[src/rtl/core/tkslt_pkg.sv]
// ----------------------------------------------------------------------------
// Top-k smallest limit tracker package
// Shared widths, register map codes, reset values and the Q1.16 saturation
// helper used by the tracker, its channel interfaces and its memory.
// ----------------------------------------------------------------------------
package tkslt_pkg;

  // Degree values are unsigned Q1.16 with one integer bit.
  localparam int unsigned DEGREE_W = 17;
  localparam logic [DEGREE_W-1:0] ONE_Q16 = 17'd65536;

  // Width of the result_count register.
  localparam int unsigned RC_W = 7;

  // Default number of heap entries.
  localparam int unsigned MAX_KEPT_DEF = 64;

  // Configuration port widths.
  localparam int unsigned PADDR_W = 4;
  localparam int unsigned PDATA_W = 32;

  // Register indexes (byte address divided by four).
  typedef enum logic [1:0] {
    REG_RESULT_COUNT  = 2'd0,
    REG_INITIAL_LIMIT = 2'd1,
    REG_CHANGE_MARGIN = 2'd2,
    REG_UNUSED        = 2'd3
  } reg_idx_t;

  // Register reset values.
  localparam logic [RC_W-1:0]     RESULT_COUNT_RST  = 7'd10;
  localparam logic [DEGREE_W-1:0] INITIAL_LIMIT_RST = 17'd65536;
  localparam logic [DEGREE_W-1:0] CHANGE_MARGIN_RST = 17'd66;

  // Clamp a degree to 1.0.
  function automatic logic [DEGREE_W-1:0] sat_one(input logic [DEGREE_W-1:0] v);
    sat_one = (v > ONE_Q16) ? ONE_Q16 : v;
  endfunction

endpackage

[src/rtl/core/tkslt_if.sv]
// ----------------------------------------------------------------------------
// Top-k smallest limit tracker channel interfaces
// Valid/ready channels for the incoming degree items and the result items.
// ----------------------------------------------------------------------------

// Input channel: one degree per item.
interface tkslt_in_if
  import tkslt_pkg::*;
  ();
  logic                valid;
  logic                ready;
  logic [DEGREE_W-1:0] degree;

  modport source (output valid, output degree, input ready);
  modport sink   (input valid, input degree, output ready);
endinterface

// Result channel: limit, change flag and heap fill per item.
interface tkslt_out_if
  import tkslt_pkg::*;
  #(
    parameter int unsigned CNT_W = $clog2(MAX_KEPT_DEF + 1)
  ) ();
  logic                valid;
  logic                ready;
  logic [DEGREE_W-1:0] limit;
  logic                limit_changed;
  logic [CNT_W-1:0]    held_count;

  modport source (output valid, output limit, output limit_changed, output held_count,
                  input ready);
  modport sink   (input valid, input limit, input limit_changed, input held_count,
                  output ready);
endinterface

[src/rtl/core/top_k_smallest_limit_tracker_top.sv]
// ----------------------------------------------------------------------------
// Top-k smallest limit tracker
// Keeps the K smallest degrees in a max-heap held in RAM and lowers a running
// limit to the heap top once the heap is full and the top drops far enough.
// ----------------------------------------------------------------------------
// A sift takes a read state and a compare state per heap level moved, then
// the report state; an item that needs no sift goes straight to the report
// state. With K = 64 the heap has seven levels. The sift loop has one read
// of the heap RAM per level. One item is in work at a time; a finished
// result waits in the output register while the next item is taken. Reset
// empties the heap and loads 1.0.
// ----------------------------------------------------------------------------
module top_k_smallest_limit_tracker_top
  import tkslt_pkg::*;
  #(
    parameter int unsigned MAX_KEPT = MAX_KEPT_DEF,
    localparam int unsigned CNT_W   = $clog2(MAX_KEPT + 1),
    localparam int unsigned IDX_W   = (MAX_KEPT > 1) ? $clog2(MAX_KEPT) : 1,
    localparam int unsigned LW      = CNT_W + 1,
    localparam int unsigned KW      = (CNT_W > RC_W) ? CNT_W : RC_W
  ) (
    input  logic                clk,
    input  logic                rst_n,
    // Configuration port
    input  logic                psel,
    input  logic                penable,
    input  logic                pwrite,
    input  logic [PADDR_W-1:0]  paddr,
    input  logic [PDATA_W-1:0]  pwdata,
    output logic [PDATA_W-1:0]  prdata,
    output logic                pready,
    // Item channels
    tkslt_in_if.sink            in_ch,
    tkslt_out_if.source         out_ch
  );

  typedef enum logic [5:0] {
    S_IDLE   = 6'b000001,
    S_UP_RD  = 6'b000010,
    S_UP_CMP = 6'b000100,
    S_DN_RD  = 6'b001000,
    S_DN_CMP = 6'b010000,
    S_FIN    = 6'b100000
  } state_t;

  state_t              state_r, state_nxt;
  logic [RC_W-1:0]     rc_r;
  logic [DEGREE_W-1:0] init_r;
  logic [DEGREE_W-1:0] margin_r;
  logic [DEGREE_W-1:0] limit_r, limit_nxt;
  logic [CNT_W-1:0]    fill_r, fill_nxt;
  logic [IDX_W-1:0]    pos_r, pos_nxt;
  logic [DEGREE_W-1:0] deg_r, deg_nxt;
  logic                mc_r, mc_nxt;
  logic [DEGREE_W-1:0] top_r;
  logic                out_valid_r, out_valid_nxt;
  logic [DEGREE_W-1:0] out_limit_r, out_limit_nxt;
  logic                out_chg_r, out_chg_nxt;
  logic [CNT_W-1:0]    out_cnt_r, out_cnt_nxt;

  logic                cfg_we;
  reg_idx_t            cfg_idx;
  logic                cfg_init_we;
  logic [CNT_W-1:0]    k_cnt;
  logic [DEGREE_W-1:0] in_sat;
  logic [IDX_W-1:0]    parent;
  logic [LW-1:0]       l_ext;
  logic [LW-1:0]       r_ext;
  logic [LW-1:0]       fill_ext;
  logic                r_ok;
  logic                pick_r;
  logic [DEGREE_W-1:0] big_val;
  logic [IDX_W-1:0]    big_idx;
  logic [DEGREE_W:0]   top_plus_margin;

  logic                ram_we;
  logic [IDX_W-1:0]    ram_waddr;
  logic [DEGREE_W-1:0] ram_wdata;
  logic [IDX_W-1:0]    ram_raddr_a;
  logic [IDX_W-1:0]    ram_raddr_b;
  logic [DEGREE_W-1:0] ram_rdata_a;
  logic [DEGREE_W-1:0] ram_rdata_b;

  // Configuration decode; the register index is the word address.
  assign pready      = 1'b1;
  assign cfg_we      = psel && penable && pwrite && pready;
  assign cfg_idx     = reg_idx_t'(paddr[3:2]);
  assign cfg_init_we = cfg_we && (cfg_idx == REG_INITIAL_LIMIT);

  always_comb begin
    unique case (cfg_idx)
      REG_RESULT_COUNT:  prdata = PDATA_W'(rc_r);
      REG_INITIAL_LIMIT: prdata = PDATA_W'(init_r);
      REG_CHANGE_MARGIN: prdata = PDATA_W'(margin_r);
      default:           prdata = '0;
    endcase
  end

  always_ff @(posedge clk) begin
    if (!rst_n) begin
      rc_r     <= RESULT_COUNT_RST;
      init_r   <= INITIAL_LIMIT_RST;
      margin_r <= CHANGE_MARGIN_RST;
    end else if (cfg_we) begin
      unique case (cfg_idx)
        REG_RESULT_COUNT:  rc_r     <= pwdata[RC_W-1:0];
        REG_INITIAL_LIMIT: init_r   <= pwdata[DEGREE_W-1:0];
        REG_CHANGE_MARGIN: margin_r <= pwdata[DEGREE_W-1:0];
        default: ;
      endcase
    end
  end

  // Effective K is clamped to the heap depth.
  assign k_cnt  = (KW'(rc_r) > KW'(MAX_KEPT)) ? CNT_W'(MAX_KEPT) : CNT_W'(rc_r);
  assign in_sat = sat_one(in_ch.degree);

  // Heap index arithmetic for the current position.
  assign parent   = IDX_W'((pos_r - IDX_W'(1)) >> 1);
  assign l_ext    = LW'({pos_r, 1'b1});
  assign r_ext    = l_ext + LW'(1);
  assign fill_ext = LW'(fill_r);

  // Larger child of the two read back from the heap.
  assign r_ok    = r_ext < fill_ext;
  assign pick_r  = r_ok && (ram_rdata_b > ram_rdata_a);
  assign big_val = pick_r ? ram_rdata_b : ram_rdata_a;
  assign big_idx = pick_r ? r_ext[IDX_W-1:0] : l_ext[IDX_W-1:0];

  assign top_plus_margin = {1'b0, top_r} + {1'b0, margin_r};

  // Sequencer: sift up on insert, sift down on top replace, then report.
  always_comb begin
    state_nxt     = state_r;
    pos_nxt       = pos_r;
    fill_nxt      = fill_r;
    deg_nxt       = deg_r;
    mc_nxt        = mc_r;
    limit_nxt     = limit_r;
    out_valid_nxt = out_valid_r;
    out_limit_nxt = out_limit_r;
    out_chg_nxt   = out_chg_r;
    out_cnt_nxt   = out_cnt_r;
    ram_we        = 1'b0;
    ram_waddr     = pos_r;
    ram_wdata     = deg_r;
    ram_raddr_a   = parent;
    ram_raddr_b   = r_ext[IDX_W-1:0];

    if (out_ch.valid && out_ch.ready) begin
      out_valid_nxt = 1'b0;
    end
    if (cfg_init_we) begin
      limit_nxt = sat_one(pwdata[DEGREE_W-1:0]);
    end

    unique case (state_r)
      S_IDLE: begin
        if (in_ch.valid) begin
          deg_nxt = in_sat;
          if (fill_r < k_cnt) begin
            pos_nxt   = fill_r[IDX_W-1:0];
            fill_nxt  = fill_r + CNT_W'(1);
            mc_nxt    = (fill_r + CNT_W'(1)) == k_cnt;
            state_nxt = S_UP_RD;
          end else if ((fill_r != '0) && (top_r > in_sat)) begin
            pos_nxt   = '0;
            mc_nxt    = 1'b1;
            state_nxt = S_DN_RD;
          end else begin
            mc_nxt    = 1'b0;
            state_nxt = S_FIN;
          end
        end
      end
      S_UP_RD: begin
        if (pos_r == '0) begin
          ram_we    = 1'b1;
          state_nxt = S_FIN;
        end else begin
          state_nxt = S_UP_CMP;
        end
      end
      S_UP_CMP: begin
        ram_we = 1'b1;
        if (ram_rdata_a >= deg_r) begin
          state_nxt = S_FIN;
        end else begin
          ram_wdata = ram_rdata_a;
          pos_nxt   = parent;
          state_nxt = S_UP_RD;
        end
      end
      S_DN_RD: begin
        ram_raddr_a = l_ext[IDX_W-1:0];
        if (l_ext >= fill_ext) begin
          ram_we    = 1'b1;
          state_nxt = S_FIN;
        end else begin
          state_nxt = S_DN_CMP;
        end
      end
      S_DN_CMP: begin
        ram_we = 1'b1;
        if (big_val <= deg_r) begin
          state_nxt = S_FIN;
        end else begin
          ram_wdata = big_val;
          pos_nxt   = big_idx;
          state_nxt = S_DN_RD;
        end
      end
      S_FIN: begin
        if (!out_valid_nxt) begin
          out_chg_nxt = 1'b0;
          if (mc_r && (top_plus_margin < {1'b0, limit_r})) begin
            limit_nxt   = top_r;
            out_chg_nxt = 1'b1;
          end
          out_limit_nxt = limit_nxt;
          out_cnt_nxt   = fill_r;
          out_valid_nxt = 1'b1;
          state_nxt     = S_IDLE;
        end
      end
      default: begin
        state_nxt = S_IDLE;
      end
    endcase
  end

  // Control state.
  always_ff @(posedge clk) begin
    if (!rst_n) begin
      state_r     <= S_IDLE;
      fill_r      <= '0;
      limit_r     <= ONE_Q16;
      out_valid_r <= 1'b0;
    end else begin
      state_r     <= state_nxt;
      fill_r      <= fill_nxt;
      limit_r     <= limit_nxt;
      out_valid_r <= out_valid_nxt;
    end
  end

  // Item payload and working registers.
  always_ff @(posedge clk) begin
    pos_r       <= pos_nxt;
    deg_r       <= deg_nxt;
    mc_r        <= mc_nxt;
    out_limit_r <= out_limit_nxt;
    out_chg_r   <= out_chg_nxt;
    out_cnt_r   <= out_cnt_nxt;
  end

  // Copy of the heap root, kept in step with every write to entry zero.
  always_ff @(posedge clk) begin
    if (ram_we && (ram_waddr == '0)) begin
      top_r <= ram_wdata;
    end
  end

  tkslt_ram #(
    .WIDTH (DEGREE_W),
    .DEPTH (MAX_KEPT)
  ) u_heap_ram (
    .clk     (clk),
    .we      (ram_we),
    .waddr   (ram_waddr),
    .wdata   (ram_wdata),
    .raddr_a (ram_raddr_a),
    .rdata_a (ram_rdata_a),
    .raddr_b (ram_raddr_b),
    .rdata_b (ram_rdata_b)
  );

  // Channel outputs.
  assign in_ch.ready          = (state_r == S_IDLE);
  assign out_ch.valid         = out_valid_r;
  assign out_ch.limit         = out_limit_r;
  assign out_ch.limit_changed = out_chg_r;
  assign out_ch.held_count    = out_cnt_r;

  // The heap never holds more entries than it has room for.
  a_fill_bound: assert property (@(posedge clk) disable iff (!rst_n)
    CNT_W'(MAX_KEPT) >= fill_r)
    else $error("heap fill exceeds depth");

  // The fill only grows, one entry at a time.
  a_fill_step: assert property (@(posedge clk) disable iff (!rst_n)
    ($past(rst_n) && (fill_r != $past(fill_r))) |-> (fill_r == $past(fill_r) + CNT_W'(1)))
    else $error("heap fill changed by other than one");

  // The limit rises only through a write of the initial limit.
  a_limit_rise: assert property (@(posedge clk) disable iff (!rst_n)
    ($past(rst_n) && (limit_r > $past(limit_r))) |-> $past(cfg_init_we))
    else $error("limit rose without a configuration write");

  // Heap writes stay inside the occupied part of the heap.
  a_write_in_heap: assert property (@(posedge clk) disable iff (!rst_n)
    ram_we |-> (LW'(ram_waddr) < fill_ext))
    else $error("heap write beyond fill");

endmodule

[src/rtl/core/tkslt_ram.sv]
// ----------------------------------------------------------------------------
// Top-k smallest limit tracker RAM
// Generic synchronous RAM with one write port and two registered read ports.
// ----------------------------------------------------------------------------
module tkslt_ram
  import tkslt_pkg::*;
  #(
    parameter int unsigned WIDTH = DEGREE_W,
    parameter int unsigned DEPTH = MAX_KEPT_DEF,
    localparam int unsigned AW   = (DEPTH > 1) ? $clog2(DEPTH) : 1
  ) (
    input  logic             clk,
    input  logic             we,
    input  logic [AW-1:0]    waddr,
    input  logic [WIDTH-1:0] wdata,
    input  logic [AW-1:0]    raddr_a,
    output logic [WIDTH-1:0] rdata_a,
    input  logic [AW-1:0]    raddr_b,
    output logic [WIDTH-1:0] rdata_b
  );

  logic [WIDTH-1:0] mem [DEPTH];

  // Write port.
  always_ff @(posedge clk) begin
    if (we) begin
      mem[waddr] <= wdata;
    end
  end

  // Registered read ports.
  always_ff @(posedge clk) begin
    rdata_a <= mem[raddr_a];
    rdata_b <= mem[raddr_b];
  end

endmodule
[src/flat_wrapper.sv]
// flat-port wrapper written by rule: the top's interface ports become plain ports
module top_k_smallest_limit_tracker_top_flat import tkslt_pkg::*;
#(
    parameter int unsigned MAX_KEPT = MAX_KEPT_DEF,
    localparam int unsigned CNT_W   = $clog2(MAX_KEPT + 1),
    localparam int unsigned IDX_W   = (MAX_KEPT > 1) ? $clog2(MAX_KEPT) : 1,
    localparam int unsigned LW      = CNT_W + 1,
    localparam int unsigned KW      = (CNT_W > RC_W) ? CNT_W : RC_W
  )
  (clk, rst_n, psel, penable, pwrite, paddr, pwdata, prdata, pready, in_ch_valid, in_ch_degree, in_ch_ready, out_ch_valid, out_ch_limit, out_ch_limit_changed, out_ch_held_count, out_ch_ready);
  tkslt_in_if in_ch_i ();
  tkslt_out_if out_ch_i ();
  input  logic clk;
  input  logic rst_n;
  input  logic psel;
  input  logic penable;
  input  logic pwrite;
  input  logic [PADDR_W-1:0] paddr;
  input  logic [PDATA_W-1:0] pwdata;
  output logic [PDATA_W-1:0] prdata;
  output logic pready;
  input wire logic [$bits(in_ch_i.valid)-1:0] in_ch_valid;
  input wire logic [$bits(in_ch_i.degree)-1:0] in_ch_degree;
  output wire logic [$bits(in_ch_i.ready)-1:0] in_ch_ready;
  output wire logic [$bits(out_ch_i.valid)-1:0] out_ch_valid;
  output wire logic [$bits(out_ch_i.limit)-1:0] out_ch_limit;
  output wire logic [$bits(out_ch_i.limit_changed)-1:0] out_ch_limit_changed;
  output wire logic [$bits(out_ch_i.held_count)-1:0] out_ch_held_count;
  input wire logic [$bits(out_ch_i.ready)-1:0] out_ch_ready;
  assign in_ch_i.valid = in_ch_valid;
  assign in_ch_i.degree = in_ch_degree;
  assign in_ch_ready = in_ch_i.ready;
  assign out_ch_valid = out_ch_i.valid;
  assign out_ch_limit = out_ch_i.limit;
  assign out_ch_limit_changed = out_ch_i.limit_changed;
  assign out_ch_held_count = out_ch_i.held_count;
  assign out_ch_i.ready = out_ch_ready;
  top_k_smallest_limit_tracker_top #(.MAX_KEPT(MAX_KEPT)) u_core (.clk(clk), .rst_n(rst_n), .psel(psel), .penable(penable), .pwrite(pwrite), .paddr(paddr), .pwdata(pwdata), .prdata(prdata), .pready(pready), .in_ch(in_ch_i), .out_ch(out_ch_i));
endmodule
[config.mk]
export PLATFORM = sky130hd
export DESIGN_NAME = top_k_smallest_limit_tracker_top_flat
export DESIGN_NICKNAME = d
export VERILOG_FILES = /design/src/rtl/core/tkslt_pkg.sv /design/src/rtl/core/tkslt_if.sv /design/src/rtl/core/top_k_smallest_limit_tracker_top.sv /design/src/rtl/core/tkslt_ram.sv /design/src/flat_wrapper.sv
export SDC_FILE = /design/constraint.sdc
export NUM_CORES = 2
export LEC_CHECK = 0
export ABC_AREA = 1
export BUFFER_PORTS_ARGS = -buffer_cell sky130_fd_sc_hd__buf_2
export CAP_MARGIN = 20
export CORE_AREA = 2 2 368 370
export DETAILED_ROUTE_END_ITERATION = 7
export DIE_AREA = 0 0 370 372
export GPL_ROUTABILITY_DRIVEN = 1
export PLACE_DENSITY_LB_ADDON = 0.08
export SYNTH_ARGS = -nofsm -noshare
export SYNTH_HDL_FRONTEND = slang
export SYNTH_SLANG_ARGS = --single-unit
export TNS_END_PERCENT = 50
[constraint.sdc]
create_clock -name clk -period 6.61 [get_ports clk]
set_input_delay 0.3305 -clock clk [delete_from_list [all_inputs] [get_ports clk]]
set_output_delay 0.3305 -clock clk [all_outputs]
set_load 0.005 [all_outputs]
Word-level counts from Yosys, hierarchy flattened

Memory sizes are Yosys's and may differ from the RTL's. A register that Yosys moved wholly into a read port is not among the register bits.
Index checks and enable logic that the tools add are counted.

$add $sub $neg: 4
Order comparisons: 11
Equality and inequality tests: 14
Mux-type cells: 39
Bitwise logic cells: 1
Reductions and logical operators: 21

Operators with widths:

| kind                 | count |
|---|---|
| $mux 17              | 9 |
| $mux 6               | 15 |
| $pmux 17 s3          | 1 |
| $pmux 6 s6           | 1 |
| $gt 17x17->1         | 2 |
| $gt 17x17->1 const B | 2 |
| $pmux 17 s2          | 1 |
| $add 17x17->18       | 1 |
| $lt 18x17->1         | 1 |
| $pmux 6 s3           | 1 |
| $ge 17x17->1         | 1 |
| $le 17x17->1         | 1 |
| $reduce_and 2->1     | 6 |
| $mux 1               | 9 |
| $add 7x1->8 const B  | 1 |
| $logic_and 1x1->1    | 8 |
| $lt 8x7->1           | 1 |
| $ne 2x2->1 const B   | 4 |
| $add 7x1->7 const B  | 1 |
| $eq 7x7->1           | 1 |
| $ge 7x7->1           | 1 |
| $gt 7x7->1 const B   | 1 |
| $lt 7x7->1           | 1 |
| $mux 7               | 1 |
| 19 further kinds     | 19 |

Bits in registers: 138
RAM bits: 1,088
Bits of input ports: 60
Output and inout bits: 60
Logic and storage cells: 105
Memories: 1

Memories:

| memory                | words | width | read ports | clocked after memory_dff | write ports | RTL line        | source |
|---|---|---|---|---|---|---|---|
| u_core.u_heap_ram.mem | 64    | 17    | 2          | 2                        | 1           | tkslt_ram.sv:22 | `logic [WIDTH-1:0] mem [DEPTH];` |

Longest topological paths before layout

Depth in word-level cells: 8
Gate-level depth with buffers: 30

Cells and area by module

From an unflattened synthesis, not the netlist that was laid out.

Cell total of the unflattened synthesis: 7,749
Area, all modules: 66,553.8 µm²

Modules (own cells, without submodules):

| module                           | times used | cells each | area an instance (µm²) | seq. area each (µm²) |
|---|---|---|---|---|
| tkslt_ram                        | 1          | 6,284      | 55,882.3               | 33,352.0 |
| top_k_smallest_limit_tracker_top | 1          | 1,465      | 10,671.5               | 3,423.3 |

Worst setup path before layout

No wires, ideal clock.

Kind: register to register
From: register u_core.pos_r[0]
To: register u_core.top_r[10] (data pin)
Setup time: 0.548 ns
Arrival time: 5.366 ns
Data required time: 6.062 ns
Path slack: 0.696 ns
Stages on the path, launching flop included: 28
Clock period less this slack: 5.914 ns
Cell sequence: edfxtp_1 -> buf_2 -> inv_2 -> clkbuf_1 -> buf_1 -> ha_1 -> ha_1 -> nand2_1 -> o21ai_0 -> nand3_1 -> nand2_1 -> o21ai_2 -> clkbuf_1 -> nand4_1 -> and2_1 -> ha_1 -> nand2_1 -> inv_1 -> o21ai_0 -> nand2_1 -> a21oi_1 -> nand3_1 -> nand2_1 -> nand2_1 -> nand3_1 -> clkbuf_1 -> nand2_1 -> o211ai_1

Cells in the longest elaborated chain, start to end: 7

RTL lines:

| what                           | RTL line                                | source |
|---|---|---|
| start: declaration             | top_k_smallest_limit_tracker_top.sv:52  | `logic [IDX_W-1:0] pos_r, pos_nxt;` |
| start signal: assignment       | top_k_smallest_limit_tracker_top.sv:249 | `pos_r <= pos_nxt;` |
| $add 7x1->8 *                  | top_k_smallest_limit_tracker_top.sv:121 | `assign r_ext = l_ext + LW'(1);` |
| $lt 8x7->1 *                   | top_k_smallest_limit_tracker_top.sv:125 | `assign r_ok = r_ext < fill_ext;` |
| $logic_and 1x1->1 *            | top_k_smallest_limit_tracker_top.sv:126 | `assign pick_r = r_ok && (ram_rdata_b > ram_rdata_a);` |
| $mux 17 *                      | top_k_smallest_limit_tracker_top.sv:127 | `assign big_val = pick_r ? ram_rdata_b : ram_rdata_a;` |
| $le 17x17->1                   | top_k_smallest_limit_tracker_top.sv:205 | `if (big_val <= deg_r) begin` |
| $mux 17 *                      | top_k_smallest_limit_tracker_top.sv:205 |  |
| $pmux 17 s2 *                  | top_k_smallest_limit_tracker_top.sv:157 | `unique case (state_r)` |
| named net u_core.ram_wdata[10] | top_k_smallest_limit_tracker_top.sv:78  | `logic [DEGREE_W-1:0] ram_wdata;` |
| end signal: assignment         | top_k_smallest_limit_tracker_top.sv:260 | `top_r <= ram_wdata;` |
| end: declaration               | top_k_smallest_limit_tracker_top.sv:55  | `logic [DEGREE_W-1:0] top_r;` |

Mark *: on every way through the listed nets, which the timed path passes. The rest lies on a longest branch.
A chain may end at the register's enable or synchronous reset.

Final worst setup path

From: register u_core.pos_r[1]
To: memory u_core.u_heap_ram.mem[38][11] (netlist bit) (data pin)

Cells in the longest elaborated chain, start to end: 7

RTL lines:

| what                           | RTL line |
|---|---|
| $add 7x1->8 *                  | top_k_smallest_limit_tracker_top.sv:121 |
| $lt 8x7->1 *                   | top_k_smallest_limit_tracker_top.sv:125 |
| $logic_and 1x1->1 *            | top_k_smallest_limit_tracker_top.sv:126 |
| $mux 17 *                      | top_k_smallest_limit_tracker_top.sv:127 |
| $le 17x17->1                   | top_k_smallest_limit_tracker_top.sv:205 |
| $mux 17 *                      | top_k_smallest_limit_tracker_top.sv:205 |
| $pmux 17 s2 *                  | top_k_smallest_limit_tracker_top.sv:157 |
| named net u_core.ram_wdata[11] | top_k_smallest_limit_tracker_top.sv:78 |
| end: declaration               | tkslt_ram.sv:22 |

Marked as above.

==> metrics.csv <==
metric;value;unit
status;finished clean;
Seq cells post-synth;1260;
Pre-antenna DRT Iters;7;
Yosys top cell area share;57.8;%
first-pass GRT wire length;294000;um
relative slew slack;24.0;%
Worst Tran Pin Value;1.14;ns
Crit path largest cell delay;0.53;ns
HPWL Detailed;120000;um
PD cells;569;nW/um^2
final setup fails;0;
CTS H-Tree Depth;4;
mean area per synthesized cell;10.2;um^2
Synth Flop Type;edfxtp_1;
initial antenna violation count;7;
setup bufs post-CTS;0;
total congestion overflow;0;
Slew Viols, Final;0;
Leakage;0.0247;uW
Die Wd;370;um
Ports;120;
min cycle time layout;5.72;ns
post-synthesis instance area;59900;um^2
Crit Path Category;reg -> reg;
largest net degree at the start of global routing;138;
RSZ-0062 raised after global routing;no;
Post-CTS Resized;0;
Area contributors post-synth;edfxtp_1, nand3_1, o21ai_0;
drt wl/cell;26.2;um
Ys Warns;0;
Synth Instances;5897;
total track usage;29.4;%
Post-synth EDFFs;1154;
CP top delay family;simple AND/OR/NAND/NOR gates;
Max-Cap Viols;0;
worst hold path type;in -> reg;
sequential area share after synthesis;61.4;%
Core Area;134000;um^2
Initial DRC Count;4992;
Worst EP arrival;6.18;ns
CP bufs+invs;4;
CTS Buf Count;142;
WP data required;7.07;ns
height of the die;372;um
vias in the first global route;42900;
die area;138000;um^2
synth unique cells;49;
post-synth top area cell;edfxtp_1;
via count;45700;
final clock skew;0.0323;ns
area growth from synthesis to layout;12.8;%
Post-Route WL;205000;um
largest vdd supply drop;0.746;mV
CP max stage cell;nand3_1;
antenna viol nets, final;0;
Skew-Pair Late Insertion Delay;0.80;ns
crit path max fanout;33;
row cnt;135;
most frequent cells in the layout;edfxtp_1, nand2_1, nand3_1, o21ai_0, nor2_1;
Fmax;0.175;GHz
Clock Pin Slew Worst Setup and Hold Paths;0.06;ns
initial core utilization;44.6;%
DP Cell Count;7542;
CTS tree;done;
CP startpoint kind;register;
CTS sink count;1260;
TNS Setup;0;ns
Root Buffer;clkbuf_16;
final hold viol count;0;
gp weighted congestion;0.913;
Nets;6126;
Async SR Flop Fraction;0;%
Max clock buf depth;3;
Non-Filler Instances;7835;
routed vias/inst;5.84;
endpoint class of the critical path;register;
commonest non-fill, non-tap cell in the layout;edfxtp_1;
fin crit share;86.6;%
share of layout cells above drive strength 1;10.0;%
Filler Cells Inserted;12200;
Remaining DRCs;0;
number of buffers inserted by port buffering;86;
## worst paths after layout
| path | from | endpoint | slack (ns) | cells after the start |
|---|---|---|---|---|
| hold / removal | penable | u_core.rc_r[1] | 0.11 | 5 |
| setup reg to reg | u_core.pos_r[1] | u_core.u_heap_ram.mem[38][11] | 0.89 | 25 |
| hold reg to reg | u_core.init_r[16] | u_core.init_r[16] | 0.46 | 2 |
| setup / recovery | u_core.pos_r[1] | u_core.u_heap_ram.mem[38][11] | 0.89 | 25 |
## cell families after synthesis
kind of cell / count (synthesis) / share of synthesized area [%]
simple gates: 2219 / 16.0
compound gates: 1369 / 13.5
flops: 1260 / 61.4
buf+inv: 895 / 6.12
fa+ha+maj: 125 / 2.62
xor+xnor: 27 / 0.395
other cells: 2 / 0.0125
## flip-flops by register name, indices dropped and copies added (netlist names)
register                     count
u_core.pos_r                     6
u_core.out_ch.limit_changed      1
u_core.mc_r                      1
u_core.u_heap_ram.rdata_a       17
u_core.out_ch.limit             17
u_core.rc_r                      7
u_core.fill_r                    7
u_core.out_ch.held_count         7
u_core.init_r                   17
u_core.deg_r                    17
u_core.top_r                    17
u_core.u_heap_ram.mem         1088
u_core.margin_r                 17
u_core.out_ch.valid              1
u_core.limit_r                  17
u_core.u_heap_ram.rdata_b       17
u_core.state_r                   6
## power by group
group          leakage [uW]  internal, uW  total (uW)  switching (uW)
Combinational        0.0111          5540       20700           15200
Clock               0.00228          4720        8030            3310
Sequential           0.0113          9500        9710             211
Total                0.0247         19800       38400           18700
## worst register-to-register path, delay by kind of cell, from the launching register on
kind                     cells  cell delay (ns)
AO/OA/AOI/OAI                4             0.73
buffers and inverters        4             1.09
XOR/XNOR                     1             0.23
flip-flops                   1             0.51
AND/OR/NAND/NOR             13             1.87
adder cells (fa/ha/maj)      3             0.94
## repair_timing
item | in CTS | in global routing
endpoints found under the hold margin | 62 | 0
hold buffers | 36 | 0
endpoints found under the setup margin | 0 | 0
## per-stage QoR
stage / cell area [um^2] / power, uW / setup WS, ns / hold WS [ns] / util (%)
after floorplan: 60000 / 22800 / 0.696 / 0.430 / -
after global placement: 62500 / 30200 / 0.910 / 0.448 / 46.5
after detailed placement: 62500 / 30200 / 0.944 / 0.448 / 46.6
after CTS: 67600 / 38300 / 0.920 / 0.0554 / 50.3
after global routing: 67600 / 40500 / 0.546 / 0.117 / 50.3
final: 67600 / 38400 / 0.888 / 0.107 / 50.3
## routing by layer
layer / global-route usage (%) / share of wire [%] / vias to the layer above
li1: - / - / 21100
met1: 40.0 / 42 / 22200
met2: 46.1 / 45 / 1963
met3: 5.14 / 8.2 / 440
met4: 13.4 / 4.8 / 6
met5: 0 / 0.022 / -
## layout make-up
class	count	area, um^2	share of cell area (%)
sequential	1260	36800	54.4
multi-input combinational	3756	19800	29.2
clock buffer	177	3800	5.63
timing repair buffer	287	2240	3.31
tap	1781	2230	3.30
inverter	494	1870	2.77
clock inverter	78	888	1.31
antenna	2	5.00	0.00741
## cells in the mapped netlist, types with 29 or more instances
master / number
ha_1: 124
buf_1: 30
o21ai_0: 600
inv_1: 471
edfxtp_1: 1154
a21oi_1: 271
buf_2: 91
nand2_1: 736
a31oi_1: 35
nand4_1: 56
o211ai_1: 377
buf_4: 30
or2_2: 53
nand3_1: 659
dfxtp_1: 106
o221ai_1: 29
clkbuf_1: 239
nor2_1: 657
Note: power is estimated with default switching activity, not from simulation.
